File: config.mk
export PLATFORM = sky130hd
export DESIGN_NAME = advisory_file_lock_table
export DESIGN_NICKNAME = d
export VERILOG_FILES = /design/src/hw/rtl/afl_pkg.sv /design/src/hw/rtl/afl_ram.sv /design/src/hw/rtl/afl_front.sv /design/src/hw/rtl/afl_queue.sv /design/src/hw/rtl/afl_exec.sv /design/src/hw/rtl/advisory_file_lock_table.sv
export SDC_FILE = /design/constraint.sdc
export NUM_CORES = 1
export LEC_CHECK = 0
export BUFFER_PORTS_ARGS = -buffer_cell sky130_fd_sc_hd__buf_2
export CORE_MARGIN = 8
export CORE_UTILIZATION = 50
export CTS_BUF_LIST = sky130_fd_sc_hd__clkbuf_4 sky130_fd_sc_hd__clkbuf_8 sky130_fd_sc_hd__clkbuf_16
export CTS_CLUSTER_DIAMETER = 150
export DETAILED_ROUTE_END_ITERATION = 6
export PLACE_DENSITY_LB_ADDON = 0.08
export SYNTH_ARGS = -nofsm -noshare
export SYNTH_HDL_FRONTEND = slang
export SYNTH_SLANG_ARGS = --single-unit
File: constraint.sdc
create_clock -name i_clk -period 18.21 [get_ports i_clk]
set_clock_uncertainty 0.1 [all_clocks]
set_input_delay 2.7315 -clock i_clk [delete_from_list [all_inputs] [get_ports i_clk]]
set_output_delay 2.7315 -clock i_clk [all_outputs]
set_load 0.01 [all_outputs]
File: src/hw/rtl/afl_pkg.sv
// Shared types and constants for the advisory file lock table.
// Used by every module under hw/rtl except afl_ram; depends on nothing.
package afl_pkg;

    localparam int IDX_W  = 6;
    localparam int OPB_W  = 4;
    localparam int STAT_W = 2;
    localparam int MODE_W = 2;

    localparam int DESCRIPTOR_COUNT_DEF = 64;
    localparam int FILE_COUNT_DEF       = 64;

    // operation bits that take part in decoding (nonblocking is masked off)
    localparam logic [OPB_W-1:0] OP_DECODE_MASK = 4'b1011;
    localparam logic [OPB_W-1:0] OP_SHARED      = 4'b0001;
    localparam logic [OPB_W-1:0] OP_EXCLUSIVE   = 4'b0010;
    localparam logic [OPB_W-1:0] OP_UNLOCK      = 4'b1000;
    localparam int               OP_NB_BIT      = 2;

    localparam logic KIND_CLOSE = 1'b1;

    typedef enum logic [MODE_W-1:0] {
        MODE_NONE = 2'd0,
        MODE_SH   = 2'd1,
        MODE_EX   = 2'd2
    } t_mode;

    typedef enum logic [STAT_W-1:0] {
        ST_OK          = 2'd0,
        ST_INVALID     = 2'd1,
        ST_WOULD_BLOCK = 2'd2,
        ST_MUST_WAIT   = 2'd3
    } t_status;

    typedef enum logic [2:0] {
        CLS_RANGE,
        CLS_INVALID,
        CLS_NOP,
        CLS_DROP,
        CLS_SHARED,
        CLS_EXCL
    } t_cls;

    typedef struct packed {
        t_cls             cls;
        logic             nb;
        logic [IDX_W-1:0] d;
        logic [IDX_W-1:0] f;
    } t_cmd;

    typedef struct packed {
        logic empty;
        logic full;
        logic multi;
    } t_qstat;

    typedef enum logic [1:0] {
        XS_IDLE,
        XS_READ,
        XS_EXEC
    } t_xstate;

endpackage

File: src/hw/rtl/afl_ram.sv
// Generic single-port RAM with registered read data.
// Standalone; no package dependency.
module afl_ram #(
    parameter int WIDTH = 8,
    parameter int DEPTH = 64,
    parameter int AW    = (DEPTH > 1) ? $clog2(DEPTH) : 1
) (
    input  logic             i_clk,
    input  logic             i_we,
    input  logic [AW-1:0]    i_addr,
    input  logic [WIDTH-1:0] i_wdata,
    output logic [WIDTH-1:0] o_rdata
);

    logic [WIDTH-1:0] r_mem [DEPTH];
    logic [WIDTH-1:0] r_rdata;

    always_ff @(posedge i_clk) begin
        if (i_we) begin
            r_mem[i_addr] <= i_wdata;
        end
        r_rdata <= r_mem[i_addr];
    end

    assign o_rdata = r_rdata;

endmodule

File: src/hw/rtl/afl_front.sv
// Front stage: accepts a request, range-checks and decodes it into a command.
// Depends on afl_pkg.
module afl_front #(
    parameter int DESCRIPTOR_COUNT = afl_pkg::DESCRIPTOR_COUNT_DEF,
    parameter int FILE_COUNT       = afl_pkg::FILE_COUNT_DEF
) (
    input  logic                        i_clk,
    input  logic                        i_rst_n,
    input  logic                        i_start,
    input  logic                        i_kind,
    input  logic [afl_pkg::IDX_W-1:0]   i_descriptor_index,
    input  logic [afl_pkg::IDX_W-1:0]   i_file_index,
    input  logic                        i_file_present,
    input  logic [afl_pkg::OPB_W-1:0]   i_operation_bits,
    input  afl_pkg::t_qstat             i_qstat,
    output logic                        o_busy,
    output logic                        o_push,
    output afl_pkg::t_cmd               o_cmd
);

    logic                      r_valid, n_valid;
    afl_pkg::t_cmd             r_cmd, n_cmd;
    afl_pkg::t_cmd             cls_cmd;
    logic [afl_pkg::OPB_W-1:0] op;
    logic                      range_ok;
    logic                      accept;

    assign o_busy = r_valid && i_qstat.full;
    assign o_push = r_valid && !i_qstat.full;
    assign o_cmd  = r_cmd;
    assign accept = i_start && !o_busy;

    always_comb begin
        op       = i_operation_bits & afl_pkg::OP_DECODE_MASK;
        range_ok = (32'(i_descriptor_index) < DESCRIPTOR_COUNT)
                && (32'(i_file_index) < FILE_COUNT);
        cls_cmd.d  = i_descriptor_index;
        cls_cmd.f  = i_file_index;
        cls_cmd.nb = i_operation_bits[afl_pkg::OP_NB_BIT];
        if (!range_ok) begin
            cls_cmd.cls = afl_pkg::CLS_RANGE;
        end else if (i_kind == afl_pkg::KIND_CLOSE) begin
            cls_cmd.cls = i_file_present ? afl_pkg::CLS_DROP : afl_pkg::CLS_NOP;
        end else if (!(op inside {afl_pkg::OP_SHARED, afl_pkg::OP_EXCLUSIVE,
                                  afl_pkg::OP_UNLOCK})) begin
            cls_cmd.cls = afl_pkg::CLS_INVALID;
        end else if (!i_file_present) begin
            cls_cmd.cls = afl_pkg::CLS_INVALID;
        end else if (op == afl_pkg::OP_UNLOCK) begin
            cls_cmd.cls = afl_pkg::CLS_DROP;
        end else if (op == afl_pkg::OP_EXCLUSIVE) begin
            cls_cmd.cls = afl_pkg::CLS_EXCL;
        end else begin
            cls_cmd.cls = afl_pkg::CLS_SHARED;
        end
    end

    always_comb begin
        n_valid = r_valid;
        n_cmd   = r_cmd;
        if (accept) begin
            n_valid = 1'b1;
            n_cmd   = cls_cmd;
        end else if (o_push) begin
            n_valid = 1'b0;
        end
    end

    always_ff @(posedge i_clk) begin
        if (!i_rst_n) begin
            r_valid <= 1'b0;
        end else begin
            r_valid <= n_valid;
        end
        r_cmd <= n_cmd;
    end

endmodule

File: src/hw/rtl/afl_queue.sv
// Two-entry command queue between the front and the execute stage.
// Depends on afl_pkg.
module afl_queue (
    input  logic            i_clk,
    input  logic            i_rst_n,
    input  logic            i_push,
    input  afl_pkg::t_cmd   i_data,
    input  logic            i_pop,
    output afl_pkg::t_cmd   o_head,
    output afl_pkg::t_qstat o_stat
);

    localparam int DEPTH = 2;
    localparam int PW    = $clog2(DEPTH);
    localparam int CW    = $clog2(DEPTH + 1);

    afl_pkg::t_cmd r_buf [DEPTH];
    logic [PW-1:0] r_wr, r_rd;
    logic [CW-1:0] r_count, n_count;

    assign o_head       = r_buf[r_rd];
    assign o_stat.empty = (r_count == '0);
    assign o_stat.full  = (r_count == CW'(DEPTH));
    assign o_stat.multi = (r_count > CW'(1));

    always_comb begin
        n_count = r_count;
        if (i_push && !i_pop) begin
            n_count = r_count + CW'(1);
        end else if (i_pop && !i_push) begin
            n_count = r_count - CW'(1);
        end
    end

    always_ff @(posedge i_clk) begin
        if (!i_rst_n) begin
            r_wr    <= '0;
            r_rd    <= '0;
            r_count <= '0;
        end else begin
            if (i_push) begin
                r_wr <= r_wr + PW'(1);
            end
            if (i_pop) begin
                r_rd <= r_rd + PW'(1);
            end
            r_count <= n_count;
        end
        if (i_push) begin
            r_buf[r_wr] <= i_data;
        end
    end

`ifndef NO_ASSERTIONS
    a_no_push_full: assert property (@(posedge i_clk) disable iff (!i_rst_n)
        !(i_push && o_stat.full))
        else $error("queue push while full");
    a_no_pop_empty: assert property (@(posedge i_clk) disable iff (!i_rst_n)
        i_pop |-> !o_stat.empty)
        else $error("queue pop while empty");
`endif

endmodule

File: src/hw/rtl/afl_exec.sv
// Execute stage: reads descriptor and file entries, applies the lock rules,
// writes back and registers the result. Depends on afl_pkg and afl_ram.
module afl_exec #(
    parameter int DESCRIPTOR_COUNT = afl_pkg::DESCRIPTOR_COUNT_DEF,
    parameter int FILE_COUNT       = afl_pkg::FILE_COUNT_DEF
) (
    input  logic                         i_clk,
    input  logic                         i_rst_n,
    input  afl_pkg::t_cmd                i_head,
    input  afl_pkg::t_qstat              i_qstat,
    output logic                         o_pop,
    output logic                         o_strobe,
    output logic [afl_pkg::STAT_W-1:0]   o_status,
    output logic                         o_waiters_wake,
    output logic [afl_pkg::MODE_W-1:0]   o_held_mode
);

    localparam int IDX_SPAN = 1 << afl_pkg::IDX_W;
    localparam int DDEPTH = (DESCRIPTOR_COUNT < IDX_SPAN) ? DESCRIPTOR_COUNT : IDX_SPAN;
    localparam int FDEPTH = (FILE_COUNT < IDX_SPAN) ? FILE_COUNT : IDX_SPAN;
    localparam int DAW    = (DDEPTH > 1) ? $clog2(DDEPTH) : 1;
    localparam int FAW    = (FDEPTH > 1) ? $clog2(FDEPTH) : 1;
    localparam int CW     = $clog2(DESCRIPTOR_COUNT + 1);
    localparam int FW     = 1 + afl_pkg::IDX_W + CW;

    afl_pkg::t_xstate r_state, n_state;

    logic [DDEPTH-1:0] r_dv;
    logic [FDEPTH-1:0] r_fv;

    logic [DAW-1:0]                    daddr;
    logic [FAW-1:0]                    faddr;
    logic                              d_we, f_we;
    logic [afl_pkg::MODE_W-1:0]        d_rdata, d_wdata;
    logic [FW-1:0]                     f_rdata, f_wdata;

    logic [afl_pkg::MODE_W-1:0]        m, want, new_m, held;
    logic                              ev, new_ev;
    logic [afl_pkg::IDX_W-1:0]         eh, new_eh;
    logic [CW-1:0]                     sc, new_sc, own_sh;
    logic                              drop_now, grant, free, wake;
    afl_pkg::t_status                  status;

    logic                              r_strobe;
    logic [afl_pkg::STAT_W-1:0]        r_status;
    logic                              r_wake;
    logic [afl_pkg::MODE_W-1:0]        r_held;

    assign daddr = i_head.d[DAW-1:0];
    assign faddr = i_head.f[FAW-1:0];

    afl_ram #(.WIDTH(afl_pkg::MODE_W), .DEPTH(DDEPTH), .AW(DAW)) u_desc_ram (
        .i_clk   (i_clk),
        .i_we    (d_we),
        .i_addr  (daddr),
        .i_wdata (d_wdata),
        .o_rdata (d_rdata)
    );

    afl_ram #(.WIDTH(FW), .DEPTH(FDEPTH), .AW(FAW)) u_file_ram (
        .i_clk   (i_clk),
        .i_we    (f_we),
        .i_addr  (faddr),
        .i_wdata (f_wdata),
        .o_rdata (f_rdata)
    );

    // lock rules on the entries read for the queue head
    always_comb begin
        m = r_dv[daddr] ? d_rdata : afl_pkg::MODE_NONE;
        if (r_fv[faddr]) begin
            {ev, eh, sc} = f_rdata;
        end else begin
            {ev, eh, sc} = '0;
        end
        want     = (i_head.cls == afl_pkg::CLS_EXCL) ? afl_pkg::MODE_EX : afl_pkg::MODE_SH;
        own_sh   = (m == afl_pkg::MODE_SH) ? CW'(1) : CW'(0);
        free     = !(ev && (eh != i_head.d))
                && !((want == afl_pkg::MODE_EX) && (sc > own_sh));
        drop_now = 1'b0;
        grant    = 1'b0;
        wake     = 1'b0;
        status   = afl_pkg::ST_OK;
        new_m    = m;
        new_ev   = ev;
        new_eh   = eh;
        new_sc   = sc;

        case (i_head.cls)
            afl_pkg::CLS_RANGE, afl_pkg::CLS_INVALID: begin
                status = afl_pkg::ST_INVALID;
            end
            afl_pkg::CLS_DROP: begin
                if (m != afl_pkg::MODE_NONE) begin
                    drop_now = 1'b1;
                    wake     = 1'b1;
                end
            end
            afl_pkg::CLS_SHARED, afl_pkg::CLS_EXCL: begin
                if (m != want) begin
                    if (free) begin
                        grant    = 1'b1;
                        drop_now = (m != afl_pkg::MODE_NONE);
                        wake     = (m == afl_pkg::MODE_EX);
                    end else begin
                        status = i_head.nb ? afl_pkg::ST_WOULD_BLOCK
                                           : afl_pkg::ST_MUST_WAIT;
                    end
                end
            end
            default: begin
            end
        endcase

        if (drop_now) begin
            if (m == afl_pkg::MODE_EX && ev && (eh == i_head.d)) begin
                new_ev = 1'b0;
            end else if (m == afl_pkg::MODE_SH && sc != '0) begin
                new_sc = sc - CW'(1);
            end
            new_m = afl_pkg::MODE_NONE;
        end
        if (grant) begin
            if (want == afl_pkg::MODE_EX) begin
                new_ev = 1'b1;
                new_eh = i_head.d;
            end else if (32'(new_sc) < DESCRIPTOR_COUNT) begin
                new_sc = new_sc + CW'(1);
            end
            new_m = want;
        end

        held    = (i_head.cls == afl_pkg::CLS_RANGE) ? afl_pkg::MODE_NONE : new_m;
        d_wdata = new_m;
        f_wdata = {new_ev, new_eh, new_sc};
    end

    // read, then execute and write back
    always_comb begin
        n_state = r_state;
        o_pop   = 1'b0;
        d_we    = 1'b0;
        f_we    = 1'b0;
        case (r_state)
            afl_pkg::XS_IDLE: begin
                if (!i_qstat.empty) begin
                    n_state = afl_pkg::XS_READ;
                end
            end
            afl_pkg::XS_READ: begin
                n_state = afl_pkg::XS_EXEC;
            end
            afl_pkg::XS_EXEC: begin
                o_pop   = 1'b1;
                d_we    = (i_head.cls != afl_pkg::CLS_RANGE);
                f_we    = (i_head.cls != afl_pkg::CLS_RANGE);
                n_state = i_qstat.multi ? afl_pkg::XS_READ : afl_pkg::XS_IDLE;
            end
            default: begin
                n_state = afl_pkg::XS_IDLE;
            end
        endcase
    end

    always_ff @(posedge i_clk) begin
        if (!i_rst_n) begin
            r_state  <= afl_pkg::XS_IDLE;
            r_strobe <= 1'b0;
            r_dv     <= '0;
            r_fv     <= '0;
        end else begin
            r_state  <= n_state;
            r_strobe <= (r_state == afl_pkg::XS_EXEC);
            if (d_we) begin
                r_dv[daddr] <= 1'b1;
            end
            if (f_we) begin
                r_fv[faddr] <= 1'b1;
            end
        end
        if (r_state == afl_pkg::XS_EXEC) begin
            r_status <= status;
            r_wake   <= wake;
            r_held   <= held;
        end
    end

    assign o_strobe       = r_strobe;
    assign o_status       = r_status;
    assign o_waiters_wake = r_wake;
    assign o_held_mode    = r_held;

`ifndef NO_ASSERTIONS
    a_strobe_after_exec: assert property (@(posedge i_clk) disable iff (!i_rst_n)
        r_strobe |-> $past(r_state) == afl_pkg::XS_EXEC)
        else $error("result strobe without an execute cycle");
    a_range_result: assert property (@(posedge i_clk) disable iff (!i_rst_n)
        (r_state == afl_pkg::XS_EXEC && i_head.cls == afl_pkg::CLS_RANGE) |=>
        (r_status == afl_pkg::ST_INVALID && r_held == afl_pkg::MODE_NONE && !r_wake))
        else $error("out-of-range request produced a non-invalid result");
`endif

endmodule

File: src/hw/rtl/advisory_file_lock_table.sv
// Advisory file lock table: shared/exclusive locks per descriptor and file.
// Path: front register, two-entry queue, RAM read state, execute and write-back
// state, result register. The front and queue accept requests while one executes.
// busy rises only when the front register and the two-entry queue are full.
// Reset (synchronous, active low) empties the pipeline and marks all table
// entries unwritten, so they read as zero at once; results cannot be stalled.
module advisory_file_lock_table #(
    parameter int DESCRIPTOR_COUNT = afl_pkg::DESCRIPTOR_COUNT_DEF,
    parameter int FILE_COUNT       = afl_pkg::FILE_COUNT_DEF
) (
    input  logic                         i_clk,
    input  logic                         i_rst_n,
    input  logic                         start,
    output logic                         busy,
    input  logic                         i_kind,
    input  logic [afl_pkg::IDX_W-1:0]    i_descriptor_index,
    input  logic [afl_pkg::IDX_W-1:0]    i_file_index,
    input  logic                         i_file_present,
    input  logic [afl_pkg::OPB_W-1:0]    i_operation_bits,
    output logic                         o_strobe,
    output logic [afl_pkg::STAT_W-1:0]   o_status,
    output logic                         o_waiters_wake,
    output logic [afl_pkg::MODE_W-1:0]   o_held_mode
);

    logic            push, pop;
    afl_pkg::t_cmd   front_cmd, head_cmd;
    afl_pkg::t_qstat qstat;

    afl_front #(
        .DESCRIPTOR_COUNT (DESCRIPTOR_COUNT),
        .FILE_COUNT       (FILE_COUNT)
    ) u_front (
        .i_clk              (i_clk),
        .i_rst_n            (i_rst_n),
        .i_start            (start),
        .i_kind             (i_kind),
        .i_descriptor_index (i_descriptor_index),
        .i_file_index       (i_file_index),
        .i_file_present     (i_file_present),
        .i_operation_bits   (i_operation_bits),
        .i_qstat            (qstat),
        .o_busy             (busy),
        .o_push             (push),
        .o_cmd              (front_cmd)
    );

    afl_queue u_queue (
        .i_clk   (i_clk),
        .i_rst_n (i_rst_n),
        .i_push  (push),
        .i_data  (front_cmd),
        .i_pop   (pop),
        .o_head  (head_cmd),
        .o_stat  (qstat)
    );

    afl_exec #(
        .DESCRIPTOR_COUNT (DESCRIPTOR_COUNT),
        .FILE_COUNT       (FILE_COUNT)
    ) u_exec (
        .i_clk          (i_clk),
        .i_rst_n        (i_rst_n),
        .i_head         (head_cmd),
        .i_qstat        (qstat),
        .o_pop          (pop),
        .o_strobe       (o_strobe),
        .o_status       (o_status),
        .o_waiters_wake (o_waiters_wake),
        .o_held_mode    (o_held_mode)
    );

endmodule

After elaboration in Yosys (flattened, before gate mapping)

Memory sizes are Yosys's and may differ from the RTL's. A register that Yosys moved wholly into a read port is not among the register bits.
Index checks and enable logic that the tools add are counted.

Register bits: 157
RAM bits: 1056
Input bits: 21
Output and inout port bits: 7
Word-level logic and storage cells: 143
Memories: 3

Memories:

| name                    | depth | width | read ports | clocked after Yosys merged registers in | wr ports | RTL line        | source |
|---|---|---|---|---|---|---|---|
| u_exec.u_file_ram.r_mem | 64    | 14    | 1          | 1                                       | 1        | afl_ram.sv:15   | `logic [WIDTH-1:0] r_mem [DEPTH];` |
| u_exec.u_desc_ram.r_mem | 64    | 2     | 1          | 1                                       | 1        | afl_ram.sv:15   |  |
| u_queue.r_buf           | 2     | 16    | 1          | 1                                       | 1        | afl_queue.sv:17 | `afl_pkg::t_cmd r_buf [DEPTH];` |

$add $sub $neg: 6
Order comparisons: 7
Eq/ne operators: 17
Muxes and demuxes: 63
Bitwise gates (word level): 2
Reduce and logical (&&, ||, !) cells: 30

Operators with widths:

| kind                                                               | number |
|---|---|
| bitwise OR 64 bit                                                  | 2 |
| two-way mux 7 bit                                                  | 7 |
| two-way mux 1 bit                                                  | 32 |
| two-way mux 2 bit                                                  | 9 |
| two-way mux 6 bit                                                  | 3 |
| less-than comparator 6 x 7 -> 1 bit (second input constant)        | 2 |
| logical AND 1 bit                                                  | 13 |
| binary-select mux 1 bit (select 6 bit)                             | 2 |
| demux 1 bit (select 6 bit)                                         | 2 |
| greater-or-equal comparator 6 x 1 -> 1 bit (second input constant) | 2 |
| two-way mux 3 bit                                                  | 4 |
| equality test 3 bit (second input constant)                        | 3 |
| equality test 2 bit (second input constant)                        | 4 |
| adder 7 x 1 -> 7 bit (second input constant)                       | 1 |
| > comparator 7 bit                                                 | 1 |
| less-than comparator 7 bit (second input constant)                 | 1 |
| nonzero test 7 bit                                                 | 1 |
| subtractor 7 x 1 -> 7 bit (second input constant)                  | 1 |
| equality test 3 x 1 -> 1 bit (second input constant)               | 2 |
| equality test 3 x 2 -> 1 bit (second input constant)               | 2 |
| equality test 6 bit                                                | 1 |
| zero test 1 bit                                                    | 6 |
| != test 6 bit                                                      | 1 |
| case mux 2 bit (3 select lines)                                    | 1 |
| other kinds (14)                                                   | 22 |

Depth between registers and ports, before layout

Gate-level depths: netlist of the first run.

Word-level depth: 17
Mapped depth: 20
Depth with buffers taken out: 15

By module

From an unflattened synthesis of the first run, not the netlist that was laid out.

Cell total of the unflattened synthesis: 3238
Area, all modules: 49292.3 sq um

Modules (own cells, without submodules):

| module                      | instances | cells an instance | area each (sq um) | sequential area each (sq um) |
|---|---|---|---|---|
| afl_ram (u_exec.u_file_ram) | 1         | 2002              | 34759.6           | 27186.1 |
| afl_exec                    | 1         | 770               | 7011.7            | 2772.7 |
| afl_ram (u_exec.u_desc_ram) | 1         | 361               | 5481.5            | 3883.7 |
| afl_queue                   | 1         | 76                | 1462.7            | 1061.0 |
| afl_front                   | 1         | 29                | 576.8             | 500.5 |

Least setup slack after synthesis of the first run

No wires, ideal clock.

Kind: register to register
Start: memory u_queue.r_buf[1][1] (netlist bit)
End: memory u_exec.u_file_ram.r_mem[0][6] (netlist bit), data pin
Setup time: 0.906 ns
Arrival: 7.856 ns
Data required time: 17.204 ns
Path slack: 9.348 ns
Stages on the path, launching flop included: 18
Buffers on the path: 2
Period minus slack after synthesis: 8.862 ns
Cells stage by stage: edfxtp_1 > mux2_2 > buf_4 > nand2_2 > nor2_1 > o311a_1 > or4_4 > nor3_2 > nand2_1 > ha_1 > o21ai_0 > o21ai_0 > a21boi_0 > and3b_1 > buf_2 > nand4_1 > o221ai_1 > o41ai_1

RTL lines:

| element     | RTL line |
|---|---|
| from (decl) | afl_queue.sv:17 |
| to (decl)   | afl_ram.sv:15 |

==> results of run 1 <==
[worst paths after layout]
| check | startpoint | to | slack [ps] | depth (start not counted) |
|---|---|---|---|---|
| min | u_exec.r_state[0] | u_exec.r_state[1] | 340 | 2 |
| max reg2reg | flip-flop | u_exec.u_file_ram.r_mem[56][0] | 10650 | 18 |
| max | flip-flop | u_exec.u_file_ram.r_mem[56][0] | 10650 | 18 |
| min reg2reg | u_exec.r_state[0] | u_exec.r_state[1] | 340 | 2 |
[cell families after synthesis]
group	Yosys count	share of synthesized area, %
DFF	1230	76.40
and+or+nand+nor	560	5.478
xor gates and xnor gates	15	0.2835
buffers and inverters	186	1.652
adders and majority gates	7	0.1890
muxes	53	1.291
AOI/OAI and AO/OA	899	14.71
[power by group]
part	internal, W	total, W	switching, W
Combinational	0.000233	0.00104	0.000806
Clock	0.00150	0.00257	0.00106
Sequential	0.00336	0.00339	0.0000322
[flip-flops by register name (all words and copies together) (netlist names), named ones only]
signal and cells:
u_exec.r_state 2, u_exec.u_file_ram.o_rdata 14, u_exec.u_file_ram.r_mem 896, u_exec.r_fv 64, u_exec.u_desc_ram.r_mem 128, u_queue.r_wr 1, u_front.o_cmd 16, u_exec.o_waiters_wake 1
u_exec.o_status 2, u_exec.o_strobe 1, u_queue.r_rd 1, u_front.r_valid 1, u_queue.r_count 2, u_exec.u_desc_ram.o_rdata 2, u_queue.r_buf 32, u_exec.r_dv 64
u_exec.o_held_mode 2
[worst max-delay path, cell delays in order, from the launching register on]
cell and delay, ps:
dfxtp_2 310, buf_4 560, mux2i_4 450, buf_4 690, nor2_1 330, a32oi_1 270, o221ai_1 200, a22o_1 420
nor3_2 210, buf_4 300, nand2_1 320, ha_1 410, o21ai_0 160, o21ai_0 90, a21boi_0 390, and3b_1 390
nor2_1 330, xor2_4 670, buf_4 510
[through the flow]
stage	hold slack [ps]	cells	total power (W)	utilization [%]
after CTS	338.6	4405	0.007009	57.45
after floorplan	313.3	2950	0.004002	-
final	336.1	4406	0.006994	57.45
after detailed placement	337.1	4178	0.004474	52.95
after global routing	371.5	4405	0.007183	57.45
after global placement	325.4	4178	0.004454	52.95
[area by class of cell]
class / instances / area share, %
Inverter: 17 / 0.1210
Clock inverter: 79 / 1.542
Antenna cell: 1 / 0.004745
Multi-Input combinational cell: 1534 / 19.87
Tap cell: 1243 / 2.949
Timing Repair Buffer: 154 / 2.093
Sequential cell: 1230 / 67.13
Clock buffer: 148 / 6.287
[synth_stat cells (all sizes together) (18+ instances only)]
master | count | area (µm²)
a222oi | 42 | 420.4
nand4 | 42 | 262.8
dfxtp | 153 | 3063
a22oi | 351 | 2635
a21oi | 56 | 280.3
a22o | 51 | 446.7
nor2 | 210 | 788.3
buf | 49 | 251.5
clkbuf | 120 | 450.4
a221oi | 38 | 332.8
o21ai | 59 | 295.3
nand2 | 171 | 644.4
mux2i | 35 | 357.9
edfxtp | 1077 | 32340
o211ai | 18 | 135.1
o21a | 132 | 991.0
a31oi | 22 | 137.6
nor3 | 21 | 110.1
nand3 | 46 | 230.2
[placed cells by master, fill, tap and decap left out, types with 8 or more instances in the layout]
master and n:
a21oi_1 56, mux2_2 13, buf_4 127, o21ai_0 51
o211ai_1 18, nor2_1 192, clkinv_1 25, nand3_1 46
nor3_1 20, and3_1 11, dfxtp_1 152, inv_1 17
a41o_1 8, o21a_1 132, nand4_1 42, o21ai_4 8
clkinv_2 26, a222oi_1 42, a22o_1 51, clkbuf_16 123
a211oi_1 13, a31oi_1 22, o221ai_1 15, edfxtp_1 1077
buf_2 26, a221oi_1 38, nor2_2 8, nor2_4 10
clkbuf_8 8, a22oi_1 351, bufinv_16 15, a41oi_1 13
clkbuf_4 17, a32oi_1 9, nand2_1 169, mux2i_1 30
o22ai_1 11
[per-layer routing]
layer / part of all wire [%] / vias up / GRT usage, %
met2: 46 / 1542 / 42.72
met3: 9.7 / 261 / 6.561
met5: 0.0091 / - / 0
met4: 4.0 / 2 / 10.33
li1: - / 12190 / -
met1: 40 / 14830 / 36.73
==> flow_summary.json, run 1 <==
{
  "maxCapViolCount": 0,
  "finalSetupViolCount": 0,
  "cts_resized": 0,
  "globalplace.congestion": 0.9392,
  "cp_max_fo": 57,
  "grt_pass1_vias": 27860,
  "clkTransAtPathRegs_ps": 60,
  "syn_nets": 2978,
  "fillers": 7104,
  "synth-seq-cells": 1230,
  "synthArstFlopShare_pct": 0,
  "path_class": "flip-flop to flip-flop",
  "p_leak_nw": 17.05,
  "cts-root-buf": "clkbuf_16",
  "min_period_over_period_pct": 41.51,
  "cts.sink_count": 1230,
  "route.detailed.drc": 1,
  "vias_per_cell": 6.541,
  "avgRoutedWirePerCell_um": 32.46,
  "syn_inst": 2950,
  "synthDistinctLibCells": 82,
  "peakVddDrop_uv": 101.5,
  "first_iter_violations": 3706,
  "relSlewSlack_pct": 10.42,
  "insertion_delay_ps": 720,
  "required_ps": 18560,
  "final_max_slew_viol_count": 0,
  "ys_warn_count": 0,
  "core_area_mm2": 0.09180,
  "place_area_mm2": 0.04861,
  "final_hold_viol_count": 0,
  "violations": "design-rule violations",
  "hold_path.class": "flip-flop to flip-flop",
  "nets": 3086,
  "cp.arrival_ps": 7910,
  "pre_cts_slack_ps": 10780,
  "syn_area_per_cell_um2": 15.71,
  "rsz0062_at_grt": "false",
  "grt_max_degree": 89,
  "fin_setup_tns_ps": 0,
  "period_needed_ps": 7558,
  "hpwl_um": 85170,
  "syn_area_mm2": 0.04634,
  "grt_usage_pct": 27.16,
  "cts_buffer_depth": 3,
  "drive_above_1_share_pct": 13.92,
  "endpoint_kind": "flip-flop",
  "setup_ws_ps": 10650,
  "fin_area_mm2": 0.05274,
  "multi_input_area_mm2": 0.01048,
  "post_cts_buffers": 0,
  "regArea_mm2": 0.03541,
  "routed_wl_um": 143000,
  "cellPowerDensity_mw_per_mm2": 132.6,
  "grt_overflow": 0,
  "cts_hold_buf": 0,
  "core.rowCount": 111,
  "ant_nets": 0,
  "tritoncts": "done",
  "status": "finished with violations",
  "ios": 28,
  "cts.htree.levels": 3,
  "dr.pass1.iters": 7,
  "tightest_slew_ps": 1339,
  "synth_enable_flop_cells": 1077,
  "fmax_mhz": 132.3,
  "die_y_um": 320.4,
  "synthFlopType": "edfxtp_1",
  "place.port_buffers": 27,
  "grt_pass1_wl_um": 202900,
  "yosysSeqAreaShare_pct": 76.40,
  "design.die.area_mm2": 0.1027,
  "syn2layout_area_growth_pct": 13.80,
  "die_x_um": 320.4,
  "worstSetupStartpointType": "flip-flop",
  "initial_core_util_pct": 50.48,
  "cts_buffers": 121,
  "vias": 28820,
  "antenna_found_initial": 2
}
Power figures use the tool's default switching activity.
==> run 2, diff against run 1 <==
==> constraint.sdc (replaced) <==
create_clock -name i_clk -period 7.65 [get_ports i_clk]
set_clock_uncertainty 0.1 [all_clocks]
set_input_delay 1.1475 -clock i_clk [delete_from_list [all_inputs] [get_ports i_clk]]
set_output_delay 1.1475 -clock i_clk [all_outputs]
set_load 0.01 [all_outputs]
==> flow_summary.json, run 2 (synthesis gave the netlist of run 1 again) <==
{
  "status": "finished with violations",
  "violations": "design-rule violations",
  "place.port_buffers": 27,
  "hold_path_depth": 2,
  "cts_buffers": 131,
  "rsz0062_at_grt": "false",
  "required_ps": 7970,
  "seq_power_share_pct": 48.1,
  "cellPowerDensity_mw_per_mm2": 316.8,
  "vias": 29080,
  "clkPwrFrac_pct": 36.9,
  "min-delay-start": "u_exec.r_state[0]",
  "ios": 28,
  "p_int_w": 0.01223,
  "slowest_stage": "dfxtp_2",
  "fin_setup_tns_ps": 0,
  "netSwitchingFraction_pct": 27.20,
  "cp_slowest_stage_delay_ps": 710,
  "worst-path-buf-inv": 2,
  "initial_core_util_pct": 50.48,
  "finalSetupViolCount": 0,
  "core.rowCount": 111,
  "pre_cts_slack_ps": 963.6,
  "die_x_um": 320.4,
  "antenna_found_initial": 7,
  "tritoncts": "done",
  "die_y_um": 320.4,
  "layout.cells.most_common_list": "edfxtp_1 (1077), a22oi_1 (351), nor2_1 (195)",
  "min_period_over_period_pct": 89.53,
  "nets": 3109,
  "p_leak_nw": 17.21,
  "fmax_mhz": 146.0,
  "first_iter_violations": 3703,
  "final_hold_viol_count": 0,
  "reg2reg_to": "u_exec.u_file_ram.r_mem[2][6]",
  "met2_usage_pct": 44.65,
  "whs_ps": 352.1,
  "peakVddDrop_uv": 228.3,
  "grt_max_degree": 90,
  "cts-root-buf": "clkbuf_16",
  "path_class": "flip-flop to flip-flop",
  "route.detailed.drc": 1,
  "ant_nets": 0,
  "maxCapViolCount": 0,
  "grt_use_met3_pct": 4.886,
  "drive_above_1_share_pct": 14.52,
  "post_cts_buffers": 0,
  "globalplace.congestion": 0.9510,
  "worstSetupStartpointType": "flip-flop",
  "insertion_delay_ps": 740,
  "endpoint_kind": "flip-flop",
  "cp.arrival_ps": 7170,
  "path_cells": "buf_4 > mux2_2 > mux2_2 > o221ai_1 > a22o_1 > a2bb2oi_1 > nand4_1 > nor2_1 > ha_1 > o21ai_0 > o21ai_0 > a21boi_0 > and3b_1 > nand4_1 > o221ai_1 > o41ai_4 > buf_4",
  "cts_resized": 0,
  "max_flop_register": "u_exec.u_file_ram.r_mem",
  "design.die.area_mm2": 0.1027,
  "cp_max_fo": 64,
  "grt_usage_pct": 28.04,
  "final_max_slew_viol_count": 0,
  "clkTransAtPathRegs_ps": 60,
  "largestRegisters": "u_exec.u_file_ram.r_mem x896, u_exec.u_desc_ram.r_mem x128",
  "cts_buffer_depth": 3,
  "tightest_slew_ps": 1380,
  "reg2reg_slack_ps": 800,
  "r2r_cells": 17,
  "routed_wl_um": 147000,
  "cts.sink_count": 1230,
  "dr.pass1.iters": 7,
  "finalPower_w": 0.01680,
  "period_needed_ps": 6849,
  "grt_pass1_wl_um": 207400,
  "grt_overflow": 0,
  "largest_reg_flops": 896,
  "relSlewSlack_pct": 7.638,
  "grt_pass1_vias": 27930,
  "cts.htree.levels": 4,
  "grt_util_met1_pct": 39.25,
  "cts_hold_buf": 0,
  "hold_path.class": "flip-flop to flip-flop",
  "core_area_mm2": 0.09180,
  "crit_family": "compound AO/OA/AOI/OAI gates",
  "hold_end": "u_exec.r_state[1]",
  "p_comb_share_pct": 15.0,
  "avgRoutedWirePerCell_um": 33.25,
  "netSwitchingPower_w": 0.004569,
  "final_common_cell": "edfxtp_1",
  "setup_ws_ps": 800.9,
  "vias_per_cell": 6.577,
  "hpwl_um": 88410,
  "busiest_layer": "met2",
  "syn2layout_area_growth_pct": 14.41
}
[run 2: worst max-delay path by stage]
stage,start,to,slack [ps],cells after the start
floorplan,u_queue.r_buf[1][1],u_exec.u_file_ram.r_mem[0][10],680,14
global placement,flip-flop,u_exec.u_file_ram.r_mem[36][6],1110,17
detailed placement,flip-flop,u_exec.u_file_ram.r_mem[34][6],960,17
CTS,flip-flop,u_exec.u_file_ram.r_mem[59][6],900,17
global route,flip-flop,u_exec.u_file_ram.r_mem[2][6],380,17
finish,flip-flop,u_exec.u_file_ram.r_mem[2][6],800,17
[run 2: cell type report]
type	instances	area, µm²
Fill cell	7107	38780
Clock buffer	167	3638
Timing Repair Buffer	167	1289
Inverter	17	63.81
Multi-Input combinational cell	1534	10480
Sequential cell	1230	35410
Clock inverter	61	583.1
Antenna cell	2	5.005
Tap cell	1243	1555
[run 2: worst reg2reg max path, cell delays in order, from the launching register on]
cell	delay, ps
dfxtp_2	710
buf_4	480
mux2_2	640
mux2_2	330
o221ai_1	100
a22o_1	270
a2bb2oi_1	200
nand4_1	350
nor2_1	400
ha_1	320
o21ai_0	160
o21ai_0	90
a21boi_0	480
and3b_1	390
nand4_1	160
o221ai_1	240
o41ai_4	400
buf_4	580
[run 2: layer usage]
metal | up-vias | part of all wire [%]
met2 | 1597 | 47
li1 | 12230 | -
met5 | - | 0.026
met3 | 251 | 8.7
met1 | 15000 | 41
met4 | 2 | 3.3
[run 2: through the flow]
stage | area (µm²) | util, % | cells
2_1_floorplan | 46350 | - | 2950
3_3_place_gp | 48800 | 53.15 | 4191
3_5_place_dp | 48800 | 53.15 | 4191
4_1_cts | 53020 | 57.75 | 4419
5_1_grt | 53020 | 57.75 | 4419
6_report | 53020 | 57.76 | 4421
[run 2: power by group through the flow]
stage / logic, W / registers, W / clock network (W)
after global routing: 0.00264 / 0.00809 / 0.00653
after global placement: 0.00244 / 0.00821 / 0
after CTS: 0.00249 / 0.00808 / 0.00627
final: 0.00252 / 0.00808 / 0.00620
after floorplan: 0.00129 / 0.00824 / 0
after detailed placement: 0.00248 / 0.00821 / 0
